File: src/hdl/dqs_pkg.sv
// Package for the deque with linear search: capacity, widths, command and
// status codes, and the control word handed to each storage cell.
// No dependencies.
package dqs_pkg;

  localparam int unsigned Capacity = 16;
  localparam int unsigned DataW    = 32;
  localparam int unsigned CmdW     = 3;
  localparam int unsigned StatW    = 2;
  localparam int unsigned PosW     = 4;
  localparam int unsigned OccW     = 5;
  localparam int unsigned CntW     = $clog2(Capacity + 1);
  localparam int unsigned IdxW     = (Capacity > 1) ? $clog2(Capacity) : 1;

  typedef enum logic [CmdW-1:0] {
    CMD_PUSH_FRONT = 3'd0,
    CMD_PUSH_BACK  = 3'd1,
    CMD_POP_FRONT  = 3'd2,
    CMD_POP_BACK   = 3'd3,
    CMD_FIND       = 3'd4
  } cmd_e;

  typedef enum logic [StatW-1:0] {
    ST_DONE  = 2'd0,
    ST_FULL  = 2'd1,
    ST_EMPTY = 2'd2
  } status_e;

  typedef struct packed {
    logic load;
    logic shift_up;
    logic shift_down;
  } cell_ctl_t;

endpackage

File: src/hdl/dqs_cell.sv
// One storage cell of the deque: holds one word, takes its lower or upper
// neighbor on a shift, loads the input word, and compares against the key.
// Depends on dqs_pkg.
module dqs_cell
  import dqs_pkg::*;
(
  input  logic                    clk_i,
  input  cell_ctl_t               ctl_i,
  input  logic                    valid_i,
  input  logic signed [DataW-1:0] value_i,
  input  logic signed [DataW-1:0] lo_i,
  input  logic signed [DataW-1:0] hi_i,
  output logic signed [DataW-1:0] data_o,
  output logic                    match_o
);

  logic signed [DataW-1:0] data_q, data_d;

  always_comb begin
    data_d = data_q;
    if (ctl_i.load) begin
      data_d = value_i;
    end else if (ctl_i.shift_up) begin
      data_d = lo_i;
    end else if (ctl_i.shift_down) begin
      data_d = hi_i;
    end
  end

  always_ff @(posedge clk_i) begin
    data_q <= data_d;
  end

  assign data_o  = data_q;
  assign match_o = valid_i && (data_q == value_i);

endmodule

File: src/hdl/deque_with_linear_search.sv
// Deque of signed 32-bit words with a linear search, built as a row of
// shifting cells. Depends on dqs_pkg and dqs_cell.
//
// Usage:
//   Input channel (in_valid_i/in_ready_o) carries command_i and value_i:
//   push front, push back, pop front, pop back or find. Every input word
//   yields exactly one result word on the output channel
//   (out_valid_o/out_ready_i): status_o, found_o, position_o, occupancy_o.
//   A word accepted at one edge is shown as a result from the next cycle on.
//   Throughput is one word per cycle while out_ready_i is high; all cells
//   shift and compare in parallel in the cycle a word is taken, and the
//   find position comes from a priority encoder over the match bits.
//   A push into a full store reports status full; a pop on an empty store
//   reports status empty; both leave the store unchanged.
//   Reset empties the store and drops any pending result; no clearing pass.
//   While the receiver stalls the result register holds and the input is
//   not taken; a new word is taken in the same cycle the result is taken.
module deque_with_linear_search
  import dqs_pkg::*;
(
  input  logic                    clk_i,
  input  logic                    rst_ni,
  input  logic                    in_valid_i,
  output logic                    in_ready_o,
  input  logic [CmdW-1:0]         command_i,
  input  logic signed [DataW-1:0] value_i,
  output logic                    out_valid_o,
  input  logic                    out_ready_i,
  output logic [StatW-1:0]        status_o,
  output logic                    found_o,
  output logic [PosW-1:0]         position_o,
  output logic [OccW-1:0]         occupancy_o
);

  logic            accept;
  logic            full, empty;
  logic [CntW-1:0] count_q, count_d;
  logic            out_valid_q;
  status_e         status_q, status_d;
  logic            found_q, found_d;
  logic [PosW-1:0] pos_q, pos_d;
  logic            do_push_front, do_push_back, do_pop_front;

  cell_ctl_t                      ctl   [Capacity];
  logic signed [DataW-1:0]        data  [Capacity];
  logic signed [DataW-1:0]        lo    [Capacity];
  logic signed [DataW-1:0]        hi    [Capacity];
  logic [Capacity-1:0]            cvalid;
  logic [Capacity-1:0]            match;
  logic                           any_match;
  logic [IdxW-1:0]                first_idx;

  assign in_ready_o = !out_valid_q || out_ready_i;
  assign accept     = in_valid_i && in_ready_o;
  assign full       = (count_q == CntW'(Capacity));
  assign empty      = (count_q == '0);

  assign do_push_front = accept && (cmd_e'(command_i) == CMD_PUSH_FRONT) && !full;
  assign do_push_back  = accept && (cmd_e'(command_i) == CMD_PUSH_BACK) && !full;
  assign do_pop_front  = accept && (cmd_e'(command_i) == CMD_POP_FRONT) && !empty;

  for (genvar i = 0; i < Capacity; i++) begin : g_cell
    assign cvalid[i]         = (CntW'(i) < count_q);
    assign ctl[i].load       = (do_push_front && (i == 0)) ||
                               (do_push_back && (count_q == CntW'(i)));
    assign ctl[i].shift_up   = do_push_front;
    assign ctl[i].shift_down = do_pop_front;

    if (i == 0) begin : g_lo_edge
      assign lo[i] = data[i];
    end else begin : g_lo
      assign lo[i] = data[i-1];
    end
    if (i == Capacity - 1) begin : g_hi_edge
      assign hi[i] = data[i];
    end else begin : g_hi
      assign hi[i] = data[i+1];
    end

    dqs_cell u_cell (
      .clk_i   (clk_i),
      .ctl_i   (ctl[i]),
      .valid_i (cvalid[i]),
      .value_i (value_i),
      .lo_i    (lo[i]),
      .hi_i    (hi[i]),
      .data_o  (data[i]),
      .match_o (match[i])
    );
  end

  // lowest matching position
  always_comb begin
    first_idx = '0;
    for (int i = Capacity - 1; i >= 0; i--) begin
      if (match[i]) begin
        first_idx = IdxW'(i);
      end
    end
  end
  assign any_match = |match;

  always_comb begin
    count_d  = count_q;
    status_d = ST_DONE;
    found_d  = 1'b0;
    pos_d    = '0;
    case (cmd_e'(command_i))
      CMD_PUSH_FRONT, CMD_PUSH_BACK: begin
        if (full) begin
          status_d = ST_FULL;
        end else begin
          count_d = count_q + CntW'(1);
        end
      end
      CMD_POP_FRONT, CMD_POP_BACK: begin
        if (empty) begin
          status_d = ST_EMPTY;
        end else begin
          count_d = count_q - CntW'(1);
        end
      end
      CMD_FIND: begin
        found_d = any_match;
        pos_d   = any_match ? PosW'(first_idx) : '0;
      end
      default: begin
      end
    endcase
  end

  always_ff @(posedge clk_i or negedge rst_ni) begin
    if (!rst_ni) begin
      count_q     <= '0;
      out_valid_q <= 1'b0;
    end else begin
      if (accept) begin
        count_q     <= count_d;
        out_valid_q <= 1'b1;
      end else if (out_ready_i) begin
        out_valid_q <= 1'b0;
      end
    end
  end

  always_ff @(posedge clk_i) begin
    if (accept) begin
      status_q <= status_d;
      found_q  <= found_d;
      pos_q    <= pos_d;
    end
  end

  assign out_valid_o = out_valid_q;
  assign status_o    = status_q;
  assign found_o     = found_q;
  assign position_o  = pos_q;
  assign occupancy_o = OccW'(count_q);

`ifndef SYNTHESIS
  a_count_bound: assert property (@(posedge clk_i) disable iff (!rst_ni)
    count_q <= CntW'(Capacity))
    else $error("occupancy above capacity");

  a_count_hold: assert property (@(posedge clk_i) disable iff (!rst_ni)
    !accept |=> $stable(count_q))
    else $error("occupancy changed without an accepted word");

  a_full_reject: assert property (@(posedge clk_i) disable iff (!rst_ni)
    (accept && full && (command_i == CMD_PUSH_FRONT || command_i == CMD_PUSH_BACK))
    |=> (status_q == ST_FULL) && full)
    else $error("push into full store not rejected");

  a_pos_clear: assert property (@(posedge clk_i) disable iff (!rst_ni)
    (out_valid_q && !found_q) |-> (pos_q == '0))
    else $error("position set without a match");
`endif

endmodule
File: config.mk
export PLATFORM = sky130hd
export DESIGN_NAME = deque_with_linear_search
export DESIGN_NICKNAME = d
export VERILOG_FILES = /design/src/hdl/dqs_pkg.sv /design/src/hdl/dqs_cell.sv /design/src/hdl/deque_with_linear_search.sv
export SDC_FILE = /design/constraint.sdc
export NUM_CORES = 1
export LEC_CHECK = 0
export ABC_AREA = 1
export BUFFER_PORTS_ARGS = -buffer_cell sky130_fd_sc_hd__buf_4
export CAP_MARGIN = 0
export CELL_PAD_IN_SITES_DETAIL_PLACEMENT = 1
export CELL_PAD_IN_SITES_GLOBAL_PLACEMENT = 1
export CORE_ASPECT_RATIO = 0.5
export CORE_UTILIZATION = 40
export CTS_CLUSTER_SIZE = 25
export DETAILED_ROUTE_END_ITERATION = 10
export PLACE_DENSITY = 0.67
export SLEW_MARGIN = 5
export SYNTH_ARGS = -nofsm -noshare
export SYNTH_HDL_FRONTEND = slang
export SYNTH_SLANG_ARGS = --single-unit
File: constraint.sdc
create_clock -name clk_i -period 4.5 [get_ports clk_i]
set_input_delay 0.45 -clock clk_i [delete_from_list [all_inputs] [get_ports clk_i]]
set_output_delay 0.45 -clock clk_i [all_outputs]
set_load 0.01 [all_outputs]
==> parameters.txt, run 1 <==
Parameter                              Value

Status
  Run status    completed

Placed design
  Worst slack after detailed placement    between 1 and 1.5 ns
  Gpl congestion    around 0.95
  Area after DPL    around 0.035 mm²
  Port Buffer Count    52
  Half-perimeter wire length after placement    105,000 µm
  Placed Instances    approximately 5,000

Worst setup path
  Critical Path RT    4.87 ns
  Crit Path Category    reg2reg
  Critical path startpoint category    flip-flop
  Worst Path Max Fanout    ~240
  Critical path capture point type    flip-flop
  Critical path arrival    ~3.8 ns

Power
  Combinational power share    0.176
  Sw Ratio    0.313
  Switching power of the nets    approximately 4.1 mW
  Reg power frac    0.453
  Peak VDD IR    285 µV
  Final total power    about 13 mW
  Power per Cell Area    between 300 and 400 mW/mm²
  Clk pwr share    0.371
  Internal Power    9.10 mW
  Static leakage power    around 14 nW

Timing
  Fin crit share    0.759
  Least setup slack across all paths after layout    around 1.1 ns
  Transition time of the tightest slew-check pin    ~1.2 ns
  Count of endpoints failing hold in the final timing report    0
  Final setup TNS    0 ns
  Pins over their slew limit    0
  Final hold slack    0.0974 ns
  Max transition margin    0.205
  Peak clock frequency supported by timing    roughly 290 MHz
  Final number of setup-violating endpoints    0
  Maximum clock skew at final layout    about 0.020 ns
  Unrepaired setup endpoints after global routing    false
  Clock period minus worst slack    between 3 and 4 ns

Yosys
  Number of synthesized flops with an enable pin    roughly 520
  Async set-or-reset flop fraction in the synthesized netlist    0.0114
  Portion of the post-synthesis area used by sequential elements    0.463
  Post-synthesis cell type with the largest combined area    sky130_fd_sc_hd__edfxtp_1
  Prevailing post-synth register cell    sky130_fd_sc_hd__edfxtp_1
  Post-synthesis average cell area    ~8.4 µm²
  Main area contributors after synthesis    sky130_fd_sc_hd__edfxtp_1 46%, sky130_fd_sc_hd__nand2_1 11%, sky130_fd_sc_hd__o21ai_0 7.9%
  Post-synthesis instance area    ~0.034 mm²
  Count of warnings emitted by yosys    0
  Post-synthesis sequential element count    between 500 and 600
  Number of instances in the synthesized netlist    between 4,000 and 5,000
  Total nets after synthesis    roughly 4,100
  Distinct cell type count after synthesis    54
  Area fraction of the dominant cell type after synthesis    0.459

GRT
  Initial antenna violation count    2
  Global-route usage over all layers    0.330
  Remaining global-route overflow    0
  Vias in the first global route    between 20,000 and 30,000
  Maximum number of pins on one net before global-route repair    240
  Wire length of the first global-routing pass    approximately 210,000 µm

Layout
  Antenna diodes    0
  Share of cells above drive strength 1    0.0771
  Final design instance area without fill    0.0364 mm²
  Final std cells w/o fill    about 5,100
  Layout Nets    3,948
  Share of the core filled with cells in the final layout    0.434
  Area growth from synthesis to final layout    7.13%

Route
  Routed vias    around 31,000
  Remaining DRCs    0
  Post-route antenna net violation count    0
  Wire length reported by the detailed router    ~150,000 µm
  Routed wire per std cell    between 20 and 30 µm
  DRT Pass-1 Iters    5
  Per-cell via count in the routed design    between 6 and 7
  Number of DRC violations after detailed-routing iteration 0    4,082

Clock tree
  TritonCTS buffer count    55
  Latest clock arrival within the worst-skew pair    between 0.6 and 0.7 ns
  Number of sinks driven by the clock tree    between 500 and 600
  Resize count post-CTS    0
  Clock Tree Buf Depth    3
  Max H-tree Level    2
  Master cell of the clock root buffer    sky130_fd_sc_hd__clkbuf_16
  Worst-path clk slew    approximately 0.070 ns
  TritonCTS clock tree    yes

Floorplanning
  Die width    slightly above 400 µm
  Die Y-Extent    about 210 µm
  Floorplan Core Area    between 0.08 and 0.09 mm²
  Cell Rows    75
  Die Footprint    about 0.086 mm²
  I/O pin count    53
  Starting density of the core    0.405

Flow run
  Max-cap check violation count    0

Worst hold path
  Hold WC Path Type    in2reg
## per-layer routing
metal  up-vias  share of wire  GRT usage
met2      1624           0.42      0.482
met5         -              0          0
met3       263          0.093     0.0526
met4         0          0.043      0.133
li1      13600              -          -
met1     15400           0.44      0.486
## worst max-delay path, cell delays in order (launching register included)
cell                       delay [ns]
sky130_fd_sc_hd__dfrtp_1         0.40
sky130_fd_sc_hd__buf_4           0.19
sky130_fd_sc_hd__inv_1           0.26
sky130_fd_sc_hd__ha_1            0.20
sky130_fd_sc_hd__inv_1           0.06
sky130_fd_sc_hd__nor3_2          0.18
sky130_fd_sc_hd__inv_2           0.10
sky130_fd_sc_hd__nand3_4         0.24
sky130_fd_sc_hd__buf_12          0.60
sky130_fd_sc_hd__nand2_1         0.23
sky130_fd_sc_hd__o211ai_1        0.17
sky130_fd_sc_hd__o21ai_0         0.13
## cells in the final DEF (no fill, tap or decap), types with 50 or more instances in the layout
| cell | n |
|---|---|
| sky130_fd_sc_hd__a211oi_1 | 56 |
| sky130_fd_sc_hd__nand4_1 | 98 |
| sky130_fd_sc_hd__edfxtp_1 | 519 |
| sky130_fd_sc_hd__a21oi_1 | 77 |
| sky130_fd_sc_hd__o21ai_1 | 95 |
| sky130_fd_sc_hd__xnor2_1 | 210 |
| sky130_fd_sc_hd__o21ai_0 | 538 |
| sky130_fd_sc_hd__nor2_1 | 221 |
| sky130_fd_sc_hd__buf_4 | 133 |
| sky130_fd_sc_hd__clkbuf_16 | 57 |
| sky130_fd_sc_hd__o211ai_1 | 131 |
| sky130_fd_sc_hd__o22ai_1 | 106 |
| sky130_fd_sc_hd__nand3_1 | 50 |
| sky130_fd_sc_hd__inv_1 | 321 |
| sky130_fd_sc_hd__nand2_1 | 999 |
## power by group through the flow
stage | Clock [mW] | Combinational [mW] | Sequential, mW
after global routing | 5.12 | 2.46 | 6.01
final | 4.92 | 2.32 | 5.99
after detailed placement | 0 | 2.26 | 6.08
after floorplan | 0 | 1.42 | 5.97
after global placement | 0 | 2.22 | 6.07
after CTS | 4.94 | 2.27 | 5.98
## Yosys cell counts (all sizes together), types with 56 or more instances
| master | number |
|---|---|
| nand4 | 99 |
| o211ai | 131 |
| edfxtp | 519 |
| o21ai | 635 |
| xnor2 | 211 |
| a211oi | 56 |
| clkbuf | 105 |
| buf | 228 |
| o22ai | 106 |
| a21oi | 79 |
| nor2 | 227 |
| nand2 | 1012 |
| inv | 351 |
## final cells by class
cell class / instances / area, µm²
Inverter: 355 / 1340
Sequential cell: 525 / 15700
Clock inverter: 32 / 345
Fill cell: 9942 / 47500
Clock buffer: 64 / 1450
Tap cell: 1116 / 1400
Multi-Input combinational cell: 2830 / 15000
Timing Repair Buffer: 137 / 1070
## registers in the layout, indices dropped and copies added (netlist names)
register,flops
found_o,1
g_cell.u_cell.data_o,512
occupancy_o,5
out_valid_o,1
position_o,4
status_o,2
## logic make-up after synthesis
family / after synthesis / share of synthesized area
fa+ha+maj: 5 / 0.00184
compound gates: 1075 / 0.183
simple gates: 1461 / 0.180
mux: 31 / 0.00914
xor+xnor: 258 / 0.0668
buf+inv: 688 / 0.0954
flops: 525 / 0.463
## what timing repair did
action | in CTS | in global routing
endpoints found under the hold margin | 6 | 0
hold buffers | 1 | 0
buffers inserted | 0 | 0
setup endpoints to repair | 0 | 0
## worst paths after layout
kind | startpoint | endpoint | slack [ns] | cells after the start
worst max-delay path | occupancy_o[0]$_DFFE_PN0P_ | g_cell[13].u_cell.data_o[5]$_DFFE_PP_ | 1.08 | 11
worst min-delay path | out_ready_i | out_valid_o$_DFFE_PN0P_ | 0.1 | 4
worst max register to register | occupancy_o[0]$_DFFE_PN0P_ | g_cell[13].u_cell.data_o[5]$_DFFE_PP_ | 1.08 | 11
worst min register to register | occupancy_o[0]$_DFFE_PN0P_ | occupancy_o[0]$_DFFE_PN0P_ | 0.50 | 1
max in group asynchronous | rst_ni | occupancy_o[0]$_DFFE_PN0P_ | 4.20 | 2
min in group asynchronous | rst_ni | occupancy_o[1]$_DFFE_PN0P_ | 0.18 | 2
Note: power is estimated with default switching activity, not from simulation.
==> run 2, diff against run 1 <==
Clock period 4.5 ns to 2.9 ns, I/O delays scaled along.
==> run 2 against run 1 <==
Net effect:
- sequential power rose by 54%
- die area did not move
- highest routed layer unchanged
- total power is 55% higher
- fmax increased by 22%
- critical path depth is 6 higher
- register-to-register slack got worse by 0.99 ns
- final cell count up 2.4%
- clock-buffer cell count increased by 1
- setup slack got worse by 0.99 ns
- flip-flop and latch count unchanged
- largest cell class unchanged
- via count grew 0.60%
==> parameters.txt, run 2 (synthesized netlist as in run 1, its figures left out) <==
Parameter                              Value

Clock tree
  Latest clock arrival within the worst-skew pair    0.65 ns
  Master cell of the clock root buffer    sky130_fd_sc_hd__clkbuf_16
  TritonCTS clock tree    yes
  TritonCTS buffer count    54
  Worst-path clk slew    0.07 ns
  Max H-tree Level    2
  Clock Tree Buf Depth    3
  Number of sinks driven by the clock tree    525

Power
  Power per Cell Area    roughly 540 mW/mm²
  Static leakage power    15.1 nW
  Peak VDD IR    approximately 450 µV
  Final total power    between 20 and 25 mW

Worst setup path
  Crit Path Category    reg2reg
  Critical path capture point type    flip-flop
  Critical path arrival    3.21 ns
  Worst Path Max Fanout    3
  Critical Path RT    3.31 ns
  Critical path startpoint category    flip-flop
  Reg-to-reg setup timing slack    0.1 ns

Layout
  Reg area    around 0.016 mm²
  Commonest non-fill, non-tap cells in the layout    998 x sky130_fd_sc_hd__nand2_1, 538 x sky130_fd_sc_hd__o21ai_0, 519 x sky130_fd_sc_hd__edfxtp_1
  Number of flip-flops under the largest register name    about 510
  Area growth from synthesis to final layout    12.7%
  Share of cells above drive strength 1    0.103
  Layout Nets    a little over 4,000
  Final std cells w/o fill    5,182
  Most common library cell in the layout ignoring fill and taps    sky130_fd_sc_hd__nand2_1
  Multi-input combinational cell area    around 0.015 mm²
  Final design instance area without fill    approximately 0.038 mm²
  Filler Cells Inserted    just under 10,000

Route
  Wire length reported by the detailed router    145,000 µm
  DRT Pass-1 Iters    5
  Post-route antenna net violation count    0
  Remaining DRCs    0
  Number of DRC violations after detailed-routing iteration 0    3,929
  Routed vias    between 30,000 and 40,000
  Per-cell via count in the routed design    between 6 and 7
  Routed wire per std cell    approximately 28 µm

Floorplanning
  Die Footprint    0.0861 mm²
  Die width    roughly 410 µm
  I/O pin count    53
  Starting density of the core    0.405
  Cell Rows    75
  Floorplan Core Area    about 0.084 mm²
  Die Y-Extent    between 200 and 250 µm

GRT
  Remaining global-route overflow    0
  Wire length of the first global-routing pass    approximately 210,000 µm
  Global-route usage over all layers    0.330
  Initial antenna violation count    7
  Maximum number of pins on one net before global-route repair    65
  Vias in the first global route    about 30,000

Worst hold path
  Hold WC Path Type    in2reg

Timing
  Transition time of the tightest slew-check pin    0.814 ns
  Max transition margin    0.453
  Least setup slack across all paths after layout    0.0976 ns
  Count of endpoints failing hold in the final timing report    0
  Fin crit share    0.966
  Final number of setup-violating endpoints    0
  Pins over their slew limit    0
  Unrepaired setup endpoints after global routing    false
  Clock period minus worst slack    2.80 ns
  Maximum clock skew at final layout    around 0.032 ns
  Peak clock frequency supported by timing    357 MHz

Flow run
  Max-cap check violation count    0

Placed design
  Area after DPL    between 0.03 and 0.04 mm²
  Gpl congestion    between 0.9 and 1
  Port Buffer Count    52
  Worst slack after detailed placement    ~0.0044 ns
  Placed Instances    slightly above 5,000
  Half-perimeter wire length after placement    ~110,000 µm

Status
  Run status    completed
## run 2: cell count changes in the layout (fill, tap and decap cells not counted), moves of 3 or more
| cell | before | now |
|---|---|---|
| sky130_fd_sc_hd__buf_12 | 3 | 90 |
| sky130_fd_sc_hd__buf_4 | 133 | 162 |
| sky130_fd_sc_hd__bufinv_16 | 8 | 4 |
| sky130_fd_sc_hd__clkbuf_1 | 7 | 10 |
| sky130_fd_sc_hd__clkinv_1 | 14 | 17 |
| sky130_fd_sc_hd__dlygate4sd3_1 | 1 | 7 |
## run 2: what timing repair did
action,CTS,global route
endpoints found under the hold margin,10,0
hold buffers,7,0
gates resized for setup,1,6
cloned,0,0
setup endpoints to repair,3,389
pin swaps,0,4
buffers inserted,0,3
## run 2: layer usage
metal / GRT usage / part of all wire
met2: 0.483 / 0.42
met1: 0.484 / 0.44
met3: 0.0506 / 0.093
met4: 0.140 / 0.045
met5: 0 / 0
## run 2: cell type report
class	count	area share
clock inverter	31	0.00634
sequential	525	0.411
multi-input combinational	2830	0.393
inverter	355	0.0351
antenna	1	0.0000654
timing repair buffer	259	0.0807
clock buffer	65	0.0369
tap	1116	0.0365
## run 2: power by group
| group | internal (mW) | switching, mW |
|---|---|---|
| combinational | 1.37 | 2.81 |
| clock | 3.80 | 3.34 |
| sequential | 8.86 | 0.366 |
| total | 14.0 | 6.51 |
## run 2: path summary, 6_finish.rpt
kind / endpoint / depth (start not counted) / from
max: position_o[0]$_SDFFCE_PP0P_ / 17 / g_cell[12].u_cell.data_o[28]$_DFFE_PP_
min: occupancy_o[0]$_DFFE_PN0P_ / 3 / command_i[2]
max reg2reg: position_o[0]$_SDFFCE_PP0P_ / 17 / g_cell[12].u_cell.data_o[28]$_DFFE_PP_
min reg2reg: g_cell[15].u_cell.data_o[10]$_DFFE_PP_ / 2 / g_cell[14].u_cell.data_o[10]$_DFFE_PP_
max in group asynchronous: occupancy_o[3]$_DFFE_PN0P_ / 3 / rst_ni
min in group asynchronous: occupancy_o[1]$_DFFE_PN0P_ / 3 / rst_ni
## run 2: metrics by stage
stage | utilization | hold slack [ns] | TNS (ns)
floorplan | - | -0.00559 | -25.98
global placement | 0.435 | 0.107 | -0.0187
detailed placement | 0.435 | 0.108 | 0
CTS | 0.456 | 0.00564 | 0
global route | 0.456 | 0.0543 | 0
finish | 0.456 | 0.0328 | 0
## run 2: worst max-delay path, cell delays in order, from the launching register on
cell	delay, ns
sky130_fd_sc_hd__edfxtp_1	0.48
sky130_fd_sc_hd__xnor2_1	0.40
sky130_fd_sc_hd__o211ai_1	0.28
sky130_fd_sc_hd__buf_4	0.23
sky130_fd_sc_hd__nor2_1	0.08
sky130_fd_sc_hd__nand3_1	0.13
sky130_fd_sc_hd__nand2_1	0.13
sky130_fd_sc_hd__nand2_1	0.06
sky130_fd_sc_hd__nand2_1	0.09
sky130_fd_sc_hd__nand2_1	0.07
sky130_fd_sc_hd__nand2_1	0.14
sky130_fd_sc_hd__nand2_1	0.07
sky130_fd_sc_hd__nand2_1	0.06
sky130_fd_sc_hd__nand2_1	0.05
sky130_fd_sc_hd__nand2_1	0.09
sky130_fd_sc_hd__nand2_1	0.06
sky130_fd_sc_hd__nand2_1	0.08
sky130_fd_sc_hd__a21oi_2	0.06
